### config.mk
export PLATFORM = sky130hd
export DESIGN_NAME = motion_command_frame_builder_top
export DESIGN_NICKNAME = d
export VERILOG_FILES = /design/src/design/mcfb_pkg.sv /design/src/design/motion_command_frame_builder_top.sv /design/src/design/mcfb_frame_sr.sv /design/src/design/mcfb_crc.sv
export SDC_FILE = /design/constraint.sdc
export NUM_CORES = 1
export LEC_CHECK = 0
export ABC_AREA = 1
export BUFFER_PORTS_ARGS = -buffer_cell sky130_fd_sc_hd__buf_2
export CAP_MARGIN = 20
export CORE_AREA = 4 4 123 125
export CTS_CLUSTER_SIZE = 20
export DETAILED_ROUTE_END_ITERATION = 8
export DIE_AREA = 0 0 127 129
export PLACE_DENSITY = 0.76
export SLEW_MARGIN = 20
export SYNTH_ARGS = -nofsm -noshare
export SYNTH_HDL_FRONTEND = slang
export SYNTH_SLANG_ARGS = --single-unit
### constraint.sdc
create_clock -name i_clk -period 3 [get_ports i_clk]
set_input_delay 0.3 -clock i_clk [delete_from_list [all_inputs] [get_ports i_clk]]
set_output_delay 0.3 -clock i_clk [all_outputs]
set_load 0.02 [all_outputs]
### src/design/mcfb_pkg.sv
`default_nettype none

package mcfb_pkg;

    localparam int BYTE_W      = 8;
    localparam int S_TDATA_W   = 80;
    localparam int ADDR_W      = 8;

    localparam int SPEED_BODY  = 13;
    localparam int POS_BODY    = 17;
    localparam int POS_LEN     = 19;
    localparam int CNT_W       = $clog2(POS_LEN);
    localparam int IMAGE_W     = POS_BODY * BYTE_W;

    localparam logic [15:0] CRC_INIT = 16'hFFFF;
    localparam logic [15:0] CRC_POLY = 16'hA001;

    localparam logic [7:0] FC_WRITE_MULTI = 8'h10;
    localparam logic [7:0] REG_HI         = 8'h00;
    localparam logic [7:0] REG_SPEED      = 8'hF6;
    localparam logic [7:0] REG_POS        = 8'hFD;
    localparam logic [7:0] NREG_HI        = 8'h00;
    localparam logic [7:0] NREG_SPEED     = 8'h03;
    localparam logic [7:0] NREG_POS       = 8'h05;
    localparam logic [7:0] NBYTES_SPEED   = 8'h06;
    localparam logic [7:0] NBYTES_POS     = 8'h0A;
    localparam logic [7:0] PAD_BYTE       = 8'h00;

    localparam logic [7:0] MODE_REL       = 8'h00;
    localparam logic [7:0] MODE_ABS       = 8'h01;

    localparam logic       FUNC_SPEED     = 1'b0;
    localparam logic       FUNC_POS       = 1'b1;

    typedef struct packed {
        logic load;
        logic shift;
    } t_sr_ctrl;

    typedef struct packed {
        logic clear;
        logic update;
    } t_crc_ctrl;

endpackage

`default_nettype wire

### src/design/motion_command_frame_builder_top.sv
// channel     dir   handshake                          payload
// command     in    i_s_axis_tvalid / o_s_axis_tready  i_s_axis_tdata, i_s_axis_tuser
// frame byte  out   o_m_axis_tvalid / i_m_axis_tready  o_m_axis_tdata, o_m_axis_tlast,
//                                                      o_m_axis_tuser
// config      in    i_cfg_we                           i_cfg_wdata
//
// one frame byte per cycle, while the output is not stalled, from a byte shift line
// and a byte-serial crc register; a command is loaded, then sent beat by beat as a speed
// frame, a position frame or, for a bad mode, a lone error beat
// the next command is taken the cycle after the last beat enters the output register
// synchronous active-low reset; slave address resets to 1
// a stalled output holds the byte stream, nothing is dropped
`default_nettype none

module motion_command_frame_builder_top (
    input  wire logic                            i_clk,
    input  wire logic                            i_rst_n,
    input  wire logic                            i_cfg_we,
    input  wire logic [mcfb_pkg::ADDR_W-1:0]     i_cfg_wdata,
    input  wire logic                            i_s_axis_tvalid,
    output logic                                 o_s_axis_tready,
    // direction[7:0] accel[15:8] speed_rpm[31:16] pulse_count[63:32]
    // move_mode[71:64] sync_flag[79:72]
    input  wire logic [mcfb_pkg::S_TDATA_W-1:0]  i_s_axis_tdata,
    // func[0]
    input  wire logic                            i_s_axis_tuser,
    output logic                                 o_m_axis_tvalid,
    input  wire logic                            i_m_axis_tready,
    // frame_byte[7:0]
    output logic      [mcfb_pkg::BYTE_W-1:0]     o_m_axis_tdata,
    output logic                                 o_m_axis_tlast,
    // error[0]
    output logic                                 o_m_axis_tuser
);
    import mcfb_pkg::*;

    logic [ADDR_W-1:0] r_slave_addr;
    logic              r_busy;
    logic              n_busy;
    logic              r_err;
    logic              n_err;
    logic              r_pos;
    logic              n_pos;
    logic [CNT_W-1:0]  r_cnt;
    logic [CNT_W-1:0]  n_cnt;
    logic              r_m_valid;
    logic              n_m_valid;
    logic [BYTE_W-1:0] r_m_data;
    logic [BYTE_W-1:0] n_m_data;
    logic              r_m_last;
    logic              n_m_last;
    logic              r_m_err;
    logic              n_m_err;

    logic              accept;
    logic              adv;
    logic              mode_bad;
    logic [CNT_W-1:0]  body_len;
    logic [IMAGE_W-1:0] image;
    logic [BYTE_W-1:0] sr_byte;
    logic [15:0]       crc;
    t_sr_ctrl          sr_ctrl;
    t_crc_ctrl         crc_ctrl;

    logic [7:0] f_dir;
    logic [7:0] f_acc;
    logic [15:0] f_spd;
    logic [31:0] f_pulse;
    logic [7:0] f_mode;
    logic [7:0] f_sync;

    assign f_dir   = i_s_axis_tdata[7:0];
    assign f_acc   = i_s_axis_tdata[15:8];
    assign f_spd   = i_s_axis_tdata[31:16];
    assign f_pulse = i_s_axis_tdata[63:32];
    assign f_mode  = i_s_axis_tdata[71:64];
    assign f_sync  = i_s_axis_tdata[79:72];

    assign accept   = i_s_axis_tvalid && !r_busy;
    assign adv      = r_busy && (!r_m_valid || i_m_axis_tready);
    assign mode_bad = (i_s_axis_tuser == FUNC_POS) && (f_mode != MODE_REL)
                      && (f_mode != MODE_ABS);
    assign body_len = r_pos ? CNT_W'(POS_BODY) : CNT_W'(SPEED_BODY);

    // frame body, first byte in the low bits
    always_comb begin
        if (i_s_axis_tuser == FUNC_POS) begin
            image = {f_sync, f_mode, f_pulse[7:0], f_pulse[15:8], f_pulse[23:16],
                     f_pulse[31:24], f_spd[7:0], f_spd[15:8], f_acc, f_dir,
                     NBYTES_POS, NREG_POS, NREG_HI, REG_POS, REG_HI,
                     FC_WRITE_MULTI, r_slave_addr};
        end else begin
            image = {{4{PAD_BYTE}}, PAD_BYTE, f_sync, f_spd[7:0], f_spd[15:8],
                     f_acc, f_dir, NBYTES_SPEED, NREG_SPEED, NREG_HI, REG_SPEED,
                     REG_HI, FC_WRITE_MULTI, r_slave_addr};
        end
    end

    always_comb begin
        n_busy    = r_busy;
        n_err     = r_err;
        n_pos     = r_pos;
        n_cnt     = r_cnt;
        n_m_valid = r_m_valid && !i_m_axis_tready;
        n_m_data  = r_m_data;
        n_m_last  = r_m_last;
        n_m_err   = r_m_err;
        sr_ctrl   = '0;
        crc_ctrl  = '0;
        if (accept) begin
            n_busy         = 1'b1;
            n_err          = mode_bad;
            n_pos          = i_s_axis_tuser;
            n_cnt          = '0;
            sr_ctrl.load   = 1'b1;
            crc_ctrl.clear = 1'b1;
        end else if (adv) begin
            n_m_valid = 1'b1;
            n_m_last  = 1'b0;
            n_m_err   = 1'b0;
            if (r_err) begin
                n_m_data = '0;
                n_m_last = 1'b1;
                n_m_err  = 1'b1;
                n_busy   = 1'b0;
            end else if (r_cnt < body_len) begin
                n_m_data        = sr_byte;
                sr_ctrl.shift   = 1'b1;
                crc_ctrl.update = 1'b1;
                n_cnt           = r_cnt + 1'b1;
            end else if (r_cnt == body_len) begin
                n_m_data = crc[7:0];
                n_cnt    = r_cnt + 1'b1;
            end else begin
                n_m_data = crc[15:8];
                n_m_last = 1'b1;
                n_busy   = 1'b0;
            end
        end
    end

    always_ff @(posedge i_clk) begin
        if (!i_rst_n) begin
            r_slave_addr <= ADDR_W'(1);
            r_busy       <= 1'b0;
            r_m_valid    <= 1'b0;
        end else begin
            if (i_cfg_we) begin
                r_slave_addr <= i_cfg_wdata;
            end
            r_busy    <= n_busy;
            r_m_valid <= n_m_valid;
        end
    end

    always_ff @(posedge i_clk) begin
        r_err    <= n_err;
        r_pos    <= n_pos;
        r_cnt    <= n_cnt;
        r_m_data <= n_m_data;
        r_m_last <= n_m_last;
        r_m_err  <= n_m_err;
    end

    mcfb_frame_sr u_sr (
        .i_clk   (i_clk),
        .i_ctrl  (sr_ctrl),
        .i_image (image),
        .o_byte  (sr_byte)
    );

    mcfb_crc u_crc (
        .i_clk  (i_clk),
        .i_ctrl (crc_ctrl),
        .i_byte (sr_byte),
        .o_crc  (crc)
    );

    assign o_s_axis_tready = !r_busy;
    assign o_m_axis_tvalid = r_m_valid;
    assign o_m_axis_tdata  = r_m_data;
    assign o_m_axis_tlast  = r_m_last;
    assign o_m_axis_tuser  = r_m_err;

endmodule

`default_nettype wire

### src/design/mcfb_frame_sr.sv
`default_nettype none

module mcfb_frame_sr (
    input  wire logic                          i_clk,
    input  wire mcfb_pkg::t_sr_ctrl            i_ctrl,
    input  wire logic [mcfb_pkg::IMAGE_W-1:0]  i_image,
    output logic      [mcfb_pkg::BYTE_W-1:0]   o_byte
);
    import mcfb_pkg::*;

    logic [IMAGE_W-1:0] r_sr;
    logic [IMAGE_W-1:0] n_sr;

    // byte-wide shift line, frame byte zero sits in the low bits
    always_comb begin
        n_sr = r_sr;
        if (i_ctrl.load) begin
            n_sr = i_image;
        end else if (i_ctrl.shift) begin
            n_sr = {{BYTE_W{1'b0}}, r_sr[IMAGE_W-1:BYTE_W]};
        end
    end

    always_ff @(posedge i_clk) begin
        r_sr <= n_sr;
    end

    assign o_byte = r_sr[BYTE_W-1:0];

endmodule

`default_nettype wire

### src/design/mcfb_crc.sv
`default_nettype none

module mcfb_crc (
    input  wire logic                        i_clk,
    input  wire mcfb_pkg::t_crc_ctrl         i_ctrl,
    input  wire logic [mcfb_pkg::BYTE_W-1:0] i_byte,
    output logic      [15:0]                 o_crc
);
    import mcfb_pkg::*;

    logic [15:0] r_crc;
    logic [15:0] n_crc;
    logic [15:0] step;

    // one byte per cycle while update is set, eight reflected shift steps
    always_comb begin
        step = r_crc ^ {8'h00, i_byte};
        for (int k = 0; k < BYTE_W; k++) begin
            if (step[0]) begin
                step = {1'b0, step[15:1]} ^ CRC_POLY;
            end else begin
                step = {1'b0, step[15:1]};
            end
        end
        n_crc = r_crc;
        if (i_ctrl.clear) begin
            n_crc = CRC_INIT;
        end else if (i_ctrl.update) begin
            n_crc = step;
        end
    end

    always_ff @(posedge i_clk) begin
        r_crc <= n_crc;
    end

    assign o_crc = r_crc;

endmodule

`default_nettype wire

==> results.toml, run 1 <==
[routing]
viasPerCell = 5.29
routed_wl_mm = 15.6
ant_nets = 0
dr.pass1.iters = 5
num_vias = 5435
wl_per_cell_um = 15.2
drcViolationCount = 0
drt_iter0_markers = 431

[layout]
drive_above_1_share_pct = 20.0
register_area_sq_um = 5060
n_fill_cell = 1093
num-nets-final = 934
post-route-util_pct = 64.4
syn_to_final_growth_pct = 17.2
diodes = 0
multi_input_area_sq_um = 2130
instances_no_fill = 1028

[global_routing]
grt_pass1_wl_mm = 25.4
antenna_found_initial = 0
grt-ovfl-total = 0
grt_max_degree = 63
grt_pass1_vias = 5332
track_usage_pct = 20.0

[hold_path]
hp-class = "in -> reg"
whs_endpoint = "r_slave_addr[2]"
hp-start = "i_cfg_wdata[2]"
min_path_cells = 3

[timing]
skew_ns = 0.00745
fin_crit_sh_pct = 84.9
worst_pin_slew_ns = 0.641
hold_viol = 0
fmax_mhz = 393
finalSetupTns_ns = 0
finalCriticalPeriod_ns = 2.55
rsz0062_at_grt = "false"
hold_ws_ns = 0.102
maxSlewViolCount = 0
finalSetupViolCount = 0
relSlewSlack_pct = 57.3

[synthesis]
synth-edff-count = 148
synth-simple-area-share_pct = 17.5
syn_inst = 734
yosysUniqueCellTypes = 33
muxShareOfSynthArea_pct = 0
ys_warn_count = 0
synth_compound_area_share_pct = 8.66
synth-seq-cells = 179
synth_xor_area_share_pct = 0.787
async_flop_share_pct = 0
ys.flop_type = "edfxtp_1"
synth_top_family_by_area = "simple AND/OR/NAND/NOR gates"
synth_seq_area_share_pct = 66.4
synth_fa_ha_area_share_pct = 0.820
syn_area_sq_um = 7630
synth_area_per_cell_sq_um = 10.4
synth_nets = 833

[power_and_ir_drop]
p_leak_nw = 4.05
irDropWorstVdd_mv = 0.473
power_frac_clock_pct = 35.6
combPwrFrac_pct = 12.6
finalPower_w = 0.00606
p_sw_share_pct = 26.2
seq_power_share_pct = 51.8
power_density_nw_per_um2 = 678
net-switching-power_w = 0.00159
power.internal_w = 0.00448

[worst_setup_path]
rr_worst_depth = 10
r2r_slack_ns = 0.45
r2r_start = "r_pos"
slowest_stage = "edfxtp_1"
worstPathRequired_ns = 3.12
crit_arrival_ns = 2.66
max_stage_delay_ns = 0.40
crit_type = "reg -> reg"
cpMostUsedCell = "nand2_2"
worstPathCellList = "inv_1, ha_1, nand2_2, nor2_1, a211oi_2, nand2_2, inv_2, nand2_4, nand2_8, buf_12"
cp_max_fo = 52
cp-end-kind = "flop"
worstReg2RegEnd = "u_sr.r_sr[90]"
worstSetupStartpointType = "flop"

[clock_network]
clk_latency_ns = 0.44
clockBufferDepth = 2
cts_num_sinks = 179
clk_pin_slew_ns = 0.07
clockRootBuffer = "clkbuf_16"
numCtsBuffers = 17
cts_max_level = 4
hold_buffers = 0
cts_tree = "done"
post_cts_buffers = 0
post_cts_resized = 0

[floorplanning]
fp.coreArea_sq_um = 13900
io_pins = 106
rows = 43
die_x_um = 127
die_area_sq_um = 16400
start_util_pct = 54.9
die_h_um = 129

[flow_run]
max_cap_violations = 0

[place]
dp_hpwl_mm = 10.7
gp_congestion = 0.886
dp.cells = 996
portBuffers = 105

[outcome]
status = "finished, final reports clean"
## synthesized netlist by cell type, types with 3 or more instances
master / count / area share, %
dfxtp_1: 31 / 8.1
xnor2_1: 3 / 0.34
inv_2: 5 / 0.25
buf_1: 3 / 0.15
edfxtp_1: 148 / 58
ha_1: 5 / 0.82
buf_2: 4 / 0.26
nand2_2: 6 / 0.49
or2_2: 8 / 0.66
a22oi_1: 6 / 0.59
nand2_1: 229 / 11
a21oi_1: 19 / 1.2
nand3_1: 15 / 0.98
clkbuf_1: 22 / 1.1
o21ai_0: 18 / 1.2
o211ai_1: 8 / 0.79
inv_1: 80 / 3.9
a32oi_1: 5 / 0.57
a22o_1: 31 / 3.6
nor2_1: 69 / 3.4
## worst max path at each step
stage	startpoint	slack (ns)	depth (start not counted)	to
floorplan	r_pos	0.30	12	u_crc.o_crc[13]
global placement	r_pos	0.56	10	u_sr.r_sr[124]
detailed placement	r_pos	0.48	10	u_sr.r_sr[125]
CTS	r_pos	0.46	10	u_sr.r_sr[91]
global route	r_pos	0.25	10	u_sr.r_sr[89]
finish	r_pos	0.45	10	u_sr.r_sr[90]
## power by group through the flow
| stage | clock, W | sequential (W) | combinational, W |
|---|---|---|---|
| 2_1_floorplan | 0 | 0.00317 | 0.000512 |
| 3_3_place_gp | 0 | 0.00318 | 0.000719 |
| 3_5_place_dp | 0 | 0.00319 | 0.000758 |
| 4_1_cts | 0.00219 | 0.00314 | 0.000764 |
| 5_1_grt | 0.00231 | 0.00316 | 0.000857 |
| 6_report | 0.00216 | 0.00314 | 0.000763 |
## per-stage QoR
stage | worst slack (ns) | area [sq um]
floorplan | 0.297 | 7630
global placement | 0.561 | 8360
detailed placement | 0.477 | 8360
CTS | 0.461 | 8940
global route | 0.248 | 8940
finish | 0.453 | 8940
## metal layers
metal	wire (um)	GRT usage [%]	share of wire (%)	vias to the layer above
li1	-	-	-	2642
met1	6380	25.6	41	2513
met2	7490	32.5	48	249
met3	1400	5.85	9.0	31
met4	333	7.76	2.1	0
met5	0	0	0	-
## cells by family (layout without fill, tap and decap cells)
kind of cell               Yosys count  in the layout
AOI/OAI and AO/OA                   95             95
adders and majority gates            5              5
and+or+nand+nor                    333            333
buffers and inverters              116            230
DFF                                179            179
xor gates and xnor gates             6              6
## worst max-delay path: cells and delay by family (launching register included)
kind                       cells  cell delay [ns]
AOI/OAI and AO/OA              1             0.16
and+or+nand+nor                5             0.81
buffers and inverters          3             0.48
adders and majority gates      1             0.33
DFF                            1             0.40
## state kept, by name, summed over array words and instances (netlist names)
name / count
o_m_axis_tdata: 8
o_m_axis_tlast: 1
o_m_axis_tuser: 1
o_m_axis_tvalid: 1
r_busy: 1
r_cnt: 5
r_err: 1
r_pos: 1
r_slave_addr: 8
u_crc.o_crc: 16
u_sr.r_sr: 136
## layout by cell type (no fill, tap or decap), types with 3 or more instances in the layout
| master | instances |
|---|---|
| o211ai_1 | 8 |
| ha_1 | 5 |
| or2_2 | 8 |
| a32oi_1 | 5 |
| nand3_1 | 15 |
| dfxtp_1 | 31 |
| a22o_1 | 31 |
| buf_2 | 105 |
| clkbuf_16 | 17 |
| nand2_1 | 228 |
| inv_6 | 6 |
| nor2_1 | 68 |
| edfxtp_1 | 148 |
| a21oi_1 | 19 |
| buf_12 | 3 |
| buf_4 | 4 |
| inv_2 | 6 |
| xnor2_1 | 3 |
| inv_1 | 80 |
| nand2_2 | 6 |
| a22oi_1 | 6 |
| o21ai_0 | 18 |
## final cells by class
cell class / instances / area share, %
Sequential cell: 179 / 56.7
Multi-Input combinational cell: 439 / 23.9
Timing Repair Buffer: 112 / 6.89
Clock buffer: 18 / 4.80
Inverter: 86 / 3.61
Tap cell: 180 / 2.52
Clock inverter: 14 / 1.64
Note: power is estimated with default switching activity, not from simulation.
==> run 2, diff against run 1 <==
==> constraint.sdc (replaced) <==
create_clock -name i_clk -period 2.5 [get_ports i_clk]
set_input_delay 0.25 -clock i_clk [delete_from_list [all_inputs] [get_ports i_clk]]
set_output_delay 0.25 -clock i_clk [all_outputs]
set_load 0.02 [all_outputs]
==> results.toml, run 2 (synthesized netlist as in run 1, its figures left out) <==
[outcome]
status = "finished, final reports clean"

[clock_network]
clk_latency_ns = 0.43
clockRootBuffer = "clkbuf_16"
post_cts_resized = 0
cts_tree = "done"
post_cts_buffers = 0
clockBufferDepth = 2
clk_pin_slew_ns = 0.06
numCtsBuffers = 17
hold_buffers = 0
cts_max_level = 4
cts_num_sinks = 179

[worst_setup_path]
crit_type = "reg -> reg"
worstPathRequired_ns = 2.63
worstReg2RegEnd = "u_sr.r_sr[14]"
crit_arrival_ns = 2.32
cp-end-kind = "flop"
rr_worst_depth = 10
r2r_slack_ns = 0.31
r2r_start = "r_pos"
worstSetupStartpointType = "flop"
cp_max_fo = 28

[power_and_ir_drop]
power_frac_clock_pct = 36.5
net-switching-power_w = 0.00183
power.internal_w = 0.00556
seq_power_share_pct = 51.0
irDropWorstVdd_mv = 0.647
p_sw_share_pct = 24.7
p_leak_nw = 4.09
power_density_nw_per_um2 = 818
combPwrFrac_pct = 12.5

[timing]
hold_viol = 0
hold_ws_ns = 0.0448
finalSetupTns_ns = 0
skew_ns = 0.00850
fmax_mhz = 457
maxSlewViolCount = 0
finalCriticalPeriod_ns = 2.19
rsz0062_at_grt = "false"
worst_pin_slew_ns = 0.509
finalSetupViolCount = 0
relSlewSlack_pct = 66.0
fin_crit_sh_pct = 87.6

[global_routing]
antenna_found_initial = 1
grt_pass1_wl_mm = 25.7
grt_max_degree = 49
grt_pass1_vias = 5393
track_usage_pct = 20.1
grt-ovfl-total = 0

[hold_path]
min_path_cells = 1
whs_endpoint = "r_pos"
hp-start = "i_s_axis_tuser"
hp-class = "in -> reg"

[floorplanning]
start_util_pct = 54.9
rows = 43
die_h_um = 129
die_x_um = 127
io_pins = 106
die_area_sq_um = 16400
fp.coreArea_sq_um = 13900

[routing]
drt_iter0_markers = 541
wl_per_cell_um = 15.2
drcViolationCount = 0
viasPerCell = 5.27
routed_wl_mm = 15.8
ant_nets = 0
num_vias = 5456
dr.pass1.iters = 6

[layout]
largest_reg_flops = 136
instances_no_fill = 1036
diodes = 0
postLayoutCellArea_sq_um = 9030
num-nets-final = 942
layout_commonest_cell = "nand2_1"
largest-register = "u_sr.r_sr"
n_fill_cell = 1084
drive_above_1_share_pct = 20.7
layout_common_cells = "nand2_1, edfxtp_1, buf_2, inv_1, nor2_1"
syn_to_final_growth_pct = 18.4

[place]
gp_congestion = 0.889
dp_hpwl_mm = 11.0
place_area_sq_um = 8420
dp.cells = 1004
portBuffers = 105

[flow_run]
max_cap_violations = 0
run 2: metrics by stage:
| step | power (W) | util [%] | worst slack [ns] |
|---|---|---|---|
| global route | 0.00772 | 65.0 | 0.190 |
| global placement | 0.00469 | 60.7 | 0.407 |
| detailed placement | 0.00474 | 60.7 | 0.340 |
| CTS | 0.00744 | 65.0 | 0.307 |
| finish | 0.00739 | 65.0 | 0.311 |
| floorplan | 0.00441 | - | 0.197 |
run 2: per-layer routing:
layer | part of all wire [%] | up-vias | track usage [%]
li1 | - | 2658 | -
met1 | 41 | 2539 | 25.6
met2 | 49 | 230 | 33.0
met3 | 7.7 | 27 | 5.27
met4 | 2.4 | 2 | 8.45
met5 | 0.051 | - | 0
run 2: how the worst max path moves through the flow:
stage | start | to | slack [ns] | cells past startpoint
floorplan | r_pos | u_crc.o_crc[13] | 0.20 | 12
detailed placement | r_pos | u_sr.r_sr[7] | 0.34 | 10
finish | r_pos | u_sr.r_sr[14] | 0.31 | 10
CTS | r_pos | u_sr.r_sr[6] | 0.31 | 10
global placement | r_pos | u_sr.r_sr[117] | 0.41 | 10
global route | r_busy | u_sr.r_sr[95] | 0.19 | 5
run 2: power groups by stage:
stage	logic (W)	clock network, W	registers [W]
after floorplan	0.000617	0	0.00379
after global placement	0.000877	0	0.00382
after detailed placement	0.000915	0	0.00383
after CTS	0.000923	0.00275	0.00377
after global routing	0.00105	0.00289	0.00379
final	0.000925	0.00270	0.00377
run 2: cell type report:
| type | count | area (sq um) | area share [%] |
|---|---|---|---|
| Clock buffer | 18 | 429 | 4.75 |
| Clock inverter | 14 | 178 | 1.97 |
| Timing Repair Buffer | 120 | 676 | 7.48 |
| Tap cell | 180 | 225 | 2.49 |
| Multi-Input combinational cell | 439 | 2130 | 23.6 |
| Sequential cell | 179 | 5060 | 56.1 |
| Inverter | 86 | 323 | 3.58 |
run 2: critical path, stage by stage, from the launching register on:
cell and delay (ns):
edfxtp_1 0.39, inv_1 0.06, ha_1 0.34, nand2_2 0.12, nor2_1 0.06, a211oi_2 0.16, nand2_2 0.09, inv_2 0.08
nand2_4 0.08, nand2_8 0.23, buf_4 0.27
==> run 3, diff against run 2 <==
==> constraint.sdc (replaced) <==
create_clock -name i_clk -period 2.5 [get_ports i_clk]
set_input_delay 0.375 -clock i_clk [delete_from_list [all_inputs] [get_ports i_clk]]
set_output_delay 0.375 -clock i_clk [all_outputs]
set_load 0.02 [all_outputs]
==> results.toml, run 3 (synthesized netlist as in run 1, its figures left out) <==
[clock_network]
clk_latency_ns = 0.43
cts_num_sinks = 179
clockBufferDepth = 2
cts_max_level = 4
hold_buffers = 0
post_cts_resized = 0
clk_pin_slew_ns = 0.07
post_cts_buffers = 0
clockRootBuffer = "clkbuf_16"
cts_tree = "done"
numCtsBuffers = 17

[timing]
rsz0062_at_grt = "false"
fin_crit_sh_pct = 89.1
finalSetupTns_ns = 0
finalCriticalPeriod_ns = 2.23
fmax_mhz = 449
maxSlewViolCount = 0
relSlewSlack_pct = 64.1
hold_viol = 0
worst_pin_slew_ns = 0.538
finalSetupViolCount = 0
skew_ns = 0.00934

[routing]
routed_wl_mm = 15.5
wl_per_cell_um = 15.0
dr.pass1.iters = 5
viasPerCell = 5.27
drcViolationCount = 0
num_vias = 5438
drt_iter0_markers = 445
ant_nets = 0

[place]
place_area_sq_um = 8440
portBuffers = 105
gp_congestion = 0.919
dp_hpwl_mm = 10.7

[layout]
diodes = 0
n_fill_cell = 1101
postLayoutCellArea_sq_um = 8980
largest-register = "u_sr.r_sr"
layout_common_cells = "nand2_1, edfxtp_1, buf_2, inv_1, nor2_1"
syn_to_final_growth_pct = 17.7
post-route-util_pct = 64.7
register_area_sq_um = 5060
layout_commonest_cell = "nand2_1"
num-nets-final = 939
drive_above_1_share_pct = 20.1
largest_reg_flops = 136
multi_input_area_sq_um = 2130

[worst_setup_path]
worstPathCellList = "inv_1, ha_1, nand2_2, nor2_1, a211oi_2, nand2_2, inv_2, nand2_4, nand2_8, buf_4"
cp_num_buf_inv = 3
cp-startpoint = "r_pos"
slowest_stage = "edfxtp_1"
worstSetupStartpointType = "flop"
worstPathRequired_ns = 2.63
cp_max_fo = 40
worstSetupEndpoint = "u_sr.r_sr[16]"
max_stage_delay_ns = 0.39
r2r_slack_ns = 0.27
cpMostUsedCell = "nand2_2"
crit_arrival_ns = 2.36
crit_cells = 10
worstReg2RegEnd = "u_sr.r_sr[16]"
cp_top_family = "simple AND/OR/NAND/NOR gates"
r2r_start = "r_pos"
cp-end-kind = "flop"
rr_worst_depth = 10
crit_type = "reg -> reg"

[floorplanning]
die_h_um = 129
die_x_um = 127
fp.coreArea_sq_um = 13900
start_util_pct = 54.9
die_area_sq_um = 16400
rows = 43
io_pins = 106

[flow_run]
max_cap_violations = 0

[power_and_ir_drop]
irDropWorstVdd_mv = 0.558
p_leak_nw = 4.06
power_density_nw_per_um2 = 799

[global_routing]
track_usage_pct = 19.6
grt_max_degree = 84
grt-ovfl-total = 0
grt_pass1_vias = 5574
grt_pass1_wl_mm = 25.3
antenna_found_initial = 1

[outcome]
status = "finished, final reports clean"

[hold_path]
hp-class = "in -> reg"
-- run 3: changes by cell type in the layout (fill, tap and decap cells not counted), moves of 2 or more --
cell       change
buf_4          -6
buf_12         +3
bufinv_16      -2
clkinv_4       -2
inv_6          -2
-- run 3: where the power goes --
group	switching, W	internal, W
sequential	0.000133	0.00363
clock	0.00111	0.00137
combinational	0.000586	0.000351
total	0.00182	0.00535
-- run 3: cell type report --
cell class | instances | area share (%)
clock inverters | 12 | 1.23
flip-flops and latches | 179 | 56.4
multi-input cells | 439 | 23.8
clock buffers | 19 | 4.82
repair buffers | 117 | 7.69
inverters | 86 | 3.59
well taps | 180 | 2.51
-- run 3: stage by stage --
| step | worst slack [ns] | hold slack, ns | total power (W) | std cells |
|---|---|---|---|---|
| after floorplan | 0.197 | 0.429 | 0.00441 | 734 |
| after global placement | 0.356 | 0.458 | 0.00471 | 1001 |
| after detailed placement | 0.281 | 0.464 | 0.00475 | 1001 |
| after CTS | 0.263 | 0.141 | 0.00722 | 1032 |
| after global routing | 0.0947 | 0.136 | 0.00748 | 1032 |
| final | 0.273 | 0.151 | 0.00718 | 1032 |
-- run 3: worst min-delay path by stage --
stage,start,cells past startpoint,endpoint,slack [ns]
after floorplan,r_slave_addr[0],2,r_slave_addr[0],0.43
after global placement,u_crc.o_crc[10],2,u_crc.o_crc[10],0.46
after detailed placement,u_crc.o_crc[13],2,u_crc.o_crc[13],0.46
after CTS,i_s_axis_tuser,1,r_pos,0.14
after global routing,i_s_axis_tuser,1,r_pos,0.14
final,i_s_axis_tuser,1,r_pos,0.15
-- run 3: layer usage --
metal  share of wire, %  vias up  GRT usage, %  wire, um
met3                9.2       37          6.35      1430
met1                 40     2509          23.2      6140
met2                 48      235          32.9      7470
met4                3.0        2          8.58       464
li1                   -     2655             -         -
met5              0.045        -             0         7
